`config.mk`:
```
export PLATFORM = sky130hd
export DESIGN_NAME = gdhi_out_skid
export DESIGN_NICKNAME = d
export VERILOG_FILES = /design/src/hw/rtl/gdhi_pkg.sv /design/src/hw/rtl/gdhi_out_skid.sv
export VERILOG_INCLUDE_DIRS = /design/src /design/src/hw/rtl
export SDC_FILE = /design/constraint.sdc
export NUM_CORES = 1
export LEC_CHECK = 0
export BUFFER_PORTS_ARGS = -buffer_cell sky130_fd_sc_hd__buf_2
export CORE_MARGIN = 8
export CORE_UTILIZATION = 55
export DETAILED_ROUTE_END_ITERATION = 12
export PLACE_DENSITY = 0.95
export SLEW_MARGIN = 0
export SYNTH_ARGS = -nofsm -noshare
export SYNTH_HDL_FRONTEND = slang
export SYNTH_SLANG_ARGS = --single-unit
```
`constraint.sdc`:
```
create_clock -name clk -period 3.3 [get_ports clk]
set_input_delay 0.495 -clock clk [delete_from_list [all_inputs] [get_ports clk]]
set_output_delay 0.495 -clock clk [all_outputs]
set_load 0.03 [all_outputs]
```
`src/hw/rtl/assert_macros.svh`:
```
// ---------------------------------------------------------------------------
// Assertion macros
// Shared concurrent assertion shorthands for the handshake interface RTL.
// ---------------------------------------------------------------------------
`ifndef ASSERT_MACROS_SVH
`define ASSERT_MACROS_SVH

`ifndef SYNTHESIS

// same-cycle implication
`define GDHI_ASSERT_IMP(lbl, clk, rst_n, ante, cons) \
  lbl: assert property (@(posedge clk) disable iff (!rst_n) (ante) |-> (cons)) \
    else $error("%m: implication violated");

// next-cycle implication
`define GDHI_ASSERT_NXT(lbl, clk, rst_n, ante, cons) \
  lbl: assert property (@(posedge clk) disable iff (!rst_n) (ante) |=> (cons)) \
    else $error("%m: next-cycle implication violated");

// condition that must never hold
`define GDHI_ASSERT_NEVER(lbl, clk, rst_n, cond) \
  lbl: assert property (@(posedge clk) disable iff (!rst_n) !(cond)) \
    else $error("%m: forbidden condition seen");

`else

`define GDHI_ASSERT_IMP(lbl, clk, rst_n, ante, cons)
`define GDHI_ASSERT_NXT(lbl, clk, rst_n, ante, cons)
`define GDHI_ASSERT_NEVER(lbl, clk, rst_n, cond)

`endif

`endif

```
`src/hw/rtl/gdhi_pkg.sv`:
```
// ---------------------------------------------------------------------------
// gdhi_pkg
// Types and constants for the GPIB device handshake interface.
// ---------------------------------------------------------------------------
`default_nettype none

package gdhi_pkg;

  // reply queue geometry
  localparam int QUEUE_DEPTH = 1024;
  localparam int QA_W        = $clog2(QUEUE_DEPTH);
  localparam int CNT_W       = $clog2(QUEUE_DEPTH + 1);
  localparam int SUM_W       = CNT_W + 1;

  localparam logic [QA_W-1:0]  LAST_HEAD = QA_W'(QUEUE_DEPTH - 1);
  localparam logic [CNT_W-1:0] DEPTH_CNT = CNT_W'(QUEUE_DEPTH);
  localparam logic [CNT_W-1:0] CNT_ONE   = CNT_W'(1);
  localparam logic [SUM_W-1:0] DEPTH_SUM = SUM_W'(QUEUE_DEPTH);

  typedef enum logic [1:0] {
    OP_LINE    = 2'd0,
    OP_ENQUEUE = 2'd1,
    OP_SRQ     = 2'd2,
    OP_NOP     = 2'd3
  } op_t;

  typedef enum logic [1:0] {
    LN_ATN  = 2'd0,
    LN_DAV  = 2'd1,
    LN_NRFD = 2'd2,
    LN_NDAC = 2'd3
  } line_t;

  // interface commands
  localparam logic [7:0] GRP_MASK   = 8'hE0;
  localparam logic [7:0] GRP_LISTEN = 8'h20;
  localparam logic [7:0] GRP_TALK   = 8'h40;
  localparam logic [4:0] ADDR_UNL   = 5'h1F;
  localparam logic [7:0] CMD_SPE    = 8'h18;
  localparam logic [7:0] CMD_SPD    = 8'h19;
  localparam logic [7:0] STATUS_RQS = 8'h40;
  localparam logic [7:0] DIO_IDLE   = 8'hFF;

  typedef struct packed {
    logic [7:0] dio;
    logic       srq;
    logic       eoi;
    logic       dav;
    logic       nrfd;
    logic       ndac;
  } drive_t;

  typedef struct packed {
    logic       enq_dropped;
    logic       msg_done;
    logic [7:0] rx_byte;
    logic       rx_valid;
    drive_t     drv;
  } result_t;

  typedef struct packed {
    logic empty;
    logic one;
    logic full;
  } qstat_t;

endpackage

`default_nettype wire

```
`src/hw/rtl/gdhi_out_skid.sv`:
```
// ---------------------------------------------------------------------------
// gdhi_out_skid
// Output register plus one skid entry for the result channel.
// ---------------------------------------------------------------------------
`default_nettype none

`include "assert_macros.svh"

module gdhi_out_skid (
  input  wire logic              clk,
  input  wire logic              rst_n,
  input  wire logic              push,
  input  gdhi_pkg::result_t      push_data,
  output logic                   ready,
  output logic                   out_tvalid,
  input  wire logic              out_tready,
  output gdhi_pkg::result_t      out_data
);

  logic              out_valid_r;
  logic              skid_valid_r;
  gdhi_pkg::result_t out_data_r;
  gdhi_pkg::result_t skid_data_r;

  assign ready      = !skid_valid_r;
  assign out_tvalid = out_valid_r;
  assign out_data   = out_data_r;

  always_ff @(posedge clk) begin
    if (!rst_n) begin
      out_valid_r  <= 1'b0;
      skid_valid_r <= 1'b0;
    end else begin
      if (push) begin
        if (!out_valid_r || out_tready) begin
          out_valid_r <= 1'b1;
          out_data_r  <= push_data;
        end else begin
          // hold the new item aside while the output stalls
          skid_valid_r <= 1'b1;
          skid_data_r  <= push_data;
        end
      end else if (out_valid_r && out_tready) begin
        if (skid_valid_r) begin
          out_data_r   <= skid_data_r;
          skid_valid_r <= 1'b0;
        end else begin
          out_valid_r <= 1'b0;
        end
      end
    end
  end

  `GDHI_ASSERT_IMP(a_skid_behind_out, clk, rst_n, skid_valid_r, out_valid_r)
  `GDHI_ASSERT_NEVER(a_push_skid_full, clk, rst_n, push && skid_valid_r)
  `GDHI_ASSERT_NXT(a_push_shows, clk, rst_n, push, out_valid_r)

endmodule

`default_nettype wire

```
**After elaboration in Yosys (flattened, before gate mapping)**

Index checks and enable logic that the tools add are counted.

- Input port bits: 28
- Bits in latches: 0
- Memory bits (writable): 0
- Memory bits (read-only): 0
- Output and inout bits: 26
- Word-level logic and storage cells: 47
- Memories kept: 0
- Register bits after elaboration: 50

- Equality and inequality tests: 3
- Reductions and logical operators: 10
- Mux-type cells: 11
- Shift-type cells: 0
- Divide/modulo/power cells: 0
- Magnitude comparators: 0
- Multipliers: 0
- Add/subtract/negate cells: 0
- Bitwise logic cells: 1

Operators with widths:

| operator | number |
|---|---|
| 24-bit 2-to-1 mux | 4 |
| 1-bit 2-to-1 mux | 7 |
| 3-bit AND reduction | 2 |
| 2-bit inequality test, second input constant | 2 |
| 4-bit AND reduction | 1 |
| 2-bit nonzero test | 2 |
| 1-bit zero test | 2 |
| 2-bit by 1-bit inequality test with 1-bit output, second input constant | 1 |
| 2-bit AND reduction | 1 |
| 1-bit logical AND | 1 |
| 1-bit logical OR | 1 |
| 1-bit inverter | 1 |

**Depth between registers and ports, before layout**

- Depth in word-level cells: 4
- Depth in mapped cells: 4
- Depth with buffers taken out: 3

**Worst setup path before layout**

No wires, ideal clock.

- Kind: input-to-reg
- Start point: input push
- End point: register out_data_r (netlist bit out_data[0]), enable pin
- Buffers on the path: 2
- Stages: 4
- Setup time: 0.405 ns
- Data required time: 2.895 ns
- Data arrival time: 1.860 ns
- Setup slack: 1.035 ns
- Path through: buf_6 > buf_12 > a21oi_1 > nor2_1

- Cells in the longest elaborated chain, start to end: 2
- Elaborated cells between the ends (all ways): 4
- Those cells by class: eq/ne (1); reduce/logical (3)

RTL lines:

| element | RTL line | RTL |
|---|---|---|
| start, declared | gdhi_out_skid.sv:12 | `input wire logic push,` |
| 2-bit by 1-bit inequality test with 1-bit output (no source line) or 2-bit nonzero test (tied branches) | -- |  |
| 4-bit AND reduction (no source line) (*) | -- |  |
| end signal, assigned | gdhi_out_skid.sv:37 | `out_data_r <= push_data;` |
| end signal, assigned | gdhi_out_skid.sv:45 | `out_data_r <= skid_data_r;` |
| end, declared | gdhi_out_skid.sv:22 | `gdhi_pkg::result_t out_data_r;` |

Every way passes the cells marked *; elsewhere a longest branch is shown, timed or not.
A chain may end at the register's enable or synchronous reset.

**Worst setup path after layout**

- Start point: register out_valid_r (netlist: out_tvalid)
- End point: register out_data_r (netlist bit out_data[20]), enable pin

- Cells in the longest elaborated chain, start to end: 4
- Elaborated cells between the ends (all ways): 6
- Those cells by class: eq/ne (1); reduce/logical (5)

RTL lines:

| element | RTL line | RTL |
|---|---|---|
| start, declared | gdhi_out_skid.sv:20 | `logic out_valid_r;` |
| start signal, assigned | gdhi_out_skid.sv:31 | `out_valid_r <= 1'b0;` |
| start signal, assigned | gdhi_out_skid.sv:36 | `out_valid_r <= 1'b1;` |
| start signal, assigned | gdhi_out_skid.sv:48 | `out_valid_r <= 1'b0;` |
| 1-bit zero test | gdhi_out_skid.sv:35 | `if (!out_valid_r \|\| out_tready) begin` |
| 1-bit logical OR | gdhi_out_skid.sv:35 |  |
| 2-bit by 1-bit inequality test with 1-bit output (no source line) | -- |  |
| 4-bit AND reduction (no source line) (*) | -- |  |

Marked as above.

==> impl_metrics.py <==
metrics = {
    "run_status": {
        "status": "finished, final reports clean",
    },
    "clock_tree": {
        "clockBufferDepth": 2,
        "path_clk_slew_ns": 0.14,
        "clock_latency_ns": 0.36,
        "cts_setup_buffers": 0,
        "cts_made_buffers": 5,
        "cts_resized": 0,
        "cts_root_buf": "clkbuf_4",
        "tritoncts": "yes",
        "clock-sinks": 50,
        "ctsHtreeMaxLevel": 2,
        "ctsHoldBuffers": 0,
    },
    "layout": {
        "layout_common_cells": "53 x buf_2, 48 x edfxtp_1, 18 x mux2_4",
        "area_growth_pct": 19.7,
        "drive_above_1_share_pct": 60.7,
        "design_area_um2": 2310,
        "nFillCells": 244,
        "fin_nets": 177,
        "layout_commonest_cell": "buf_2",
        "multi_input_area_um2": 402,
        "n_antenna_cell": 0,
        "regArea_um2": 1480,
    },
    "power_and_ir_drop": {
        "irDropWorstVdd_mv": 0.342,
        "powerDensity_nw_per_um2": 517,
        "leakage_nw": 0.922,
    },
    "sta": {
        "hold_violations": 0,
        "final.setup_skew_ns": 0.00954,
        "tightest_slew_ns": 0.492,
        "grt_setup_unrepaired": "no",
        "clock.fmax_ghz": 0.622,
        "period_share_pct": 48.7,
        "setup-tns-final_ns": 0,
        "period_minus_slack_ns": 1.61,
        "maxSlewHeadroom_pct": 67.1,
        "finalSetupViolations": 0,
        "slew_violations": 0,
    },
    "detailed_routing": {
        "vias": 987,
        "post_drt_via_cell_ratio": 5.04,
        "totalWireLength_mm": 3.38,
        "dr.pass1.iters": 4,
        "drt-initial-drc-count": 61,
        "drc": 0,
        "postRouteAntennaNets": 0,
        "wl_per_cell_um": 17.2,
    },
    "worst_hold_path": {
        "hp-class": "in -> reg",
    },
    "die": {
        "fp.dieW_um": 75.3,
        "die_h_um": 75.3,
        "placementRows": 21,
        "coreArea_um2": 3360,
        "die_area_um2": 5670,
        "ioPinCount": 54,
        "initial_utilization_pct": 57.5,
    },
    "synth": {
        "syn-cell-area_um2": 1930,
        "synth_top_area_share_pct": 74.6,
        "syn_area_per_cell_um2": 21.7,
        "syn_inst": 89,
        "synth_area_leader_cell": "edfxtp_1",
        "yosys_warnings": 0,
        "synthTopCellsByArea": "edfxtp_1 75%, mux2_4 14%, mux2_2 3.5%",
        "synth_cell_types": 14,
        "ys_seq_area_share_pct": 76.6,
        "yosys_register_bits": 50,
        "synthesis.nets": 117,
    },
    "grt": {
        "grt_first_pass_wirelength_mm": 5.09,
        "grt_max_degree": 26,
        "grt_pass1_vias": 1067,
        "antenna_found_initial": 0,
        "grt-ovfl-total": 0,
        "grt.total_usage_pct": 12.6,
    },
    "critical_path": {
        "path_class": "reg -> reg",
        "start_kind": "flop",
        "cp-end-kind": "flop",
        "worst_ep_required_time_ns": 3.37,
        "crit_path_cell_trace": "nand2b_1 -> nand2_1 -> nor2_2 -> buf_4",
        "slowest_delay_ns": 0.39,
        "worstPathArrival_ns": 1.68,
        "cp_slowest_cell": "nor2_2",
        "cp_max_fo": 15,
    },
    "run": {
        "drv_cap": 0,
    },
    "place": {
        "portBuffers": 53,
        "placedInstanceArea_um2": 2230,
        "gp_congestion": 0.674,
        "dpl.hpwl_mm": 2.52,
    },
}
-- routing by layer --
metal	global-route usage [%]	share of wire (%)	vias to the layer above
met3	4.26	9.1	9
met5	0	0	-
met4	9.38	3.3	0
li1	-	-	467
met1	13.6	38	469
met2	20.2	50	42
-- final timing paths --
check / to / slack [ns] / cells past startpoint / startpoint
hold reg to reg: out_data[8]$_DFFE_PP_ / 0.57 / 1 / skid_data_r[8]$_DFFE_PP_
hold / removal: skid_data_r[9]$_DFFE_PP_ / 0.31 / 1 / push_data[9]
setup reg to reg: out_data[20]$_DFFE_PP_ / 1.69 / 4 / out_tvalid$_SDFFE_PN0P_
setup / recovery: out_data[20]$_DFFE_PP_ / 1.69 / 4 / out_tvalid$_SDFFE_PN0P_
-- area by class of cell --
class                   count  share of cell area, %
inverters                   1                  0.162
clock buffers               5                   1.62
flip-flops and latches     50                   64.0
well taps                  46                   2.49
multi-input cells          35                   17.4
repair buffers             56                   12.4
clock inverters             3                   1.89
-- Yosys cell counts --
library cell,count
dfxtp_1,2
inv_1,1
a21boi_0,1
buf_12,2
nand2b_1,1
nand2_1,3
mux2_4,18
mux2_2,6
a31o_2,1
nor2_1,2
buf_6,1
o21a_1,1
a21oi_1,2
edfxtp_1,48
-- where the power goes --
part / total, mW / switching (mW) / internal, mW
Clock: 0.350 / 0.189 / 0.161
Sequential: 0.725 / 0.00638 / 0.719
Combinational: 0.122 / 0.0713 / 0.0507
-- stage by stage --
| stage | power [mW] | utilization (%) | hold slack [ns] | setup slack, ns | cells |
|---|---|---|---|---|---|
| after floorplan | 0.823 | - | 0.483 | 1.04 | 89 |
| after global placement | 0.858 | 66.4 | 0.499 | 1.48 | 188 |
| after detailed placement | 0.863 | 66.4 | 0.533 | 1.42 | 188 |
| after CTS | 1.21 | 68.8 | 0.284 | 1.66 | 196 |
| after global routing | 1.24 | 68.8 | 0.278 | 1.59 | 196 |
| final | 1.20 | 68.8 | 0.307 | 1.69 | 196 |
-- worst max-delay path, delay by kind of cell, from the launching register on --
family	cells	cell delay [ns]
AND/OR/NAND/NOR	3	0.61
flip-flops	1	0.38
buffers and inverters	1	0.33
-- sequential cells by signal, summed over array words and instances, names as in the netlist --
register      flops
skid_valid_r      1
skid_data_r      24
out_data         24
out_tvalid        1
-- cells by family after synthesis --
family | count (synthesis) | share of synthesized area (%)
AO/OA/AOI/OAI | 5 | 1.75
buffers and inverters | 4 | 2.85
flip-flops | 50 | 76.6
multiplexers | 24 | 17.5
AND/OR/NAND/NOR | 6 | 1.29
No activity file was read; power rests on OpenSTA's default activity.
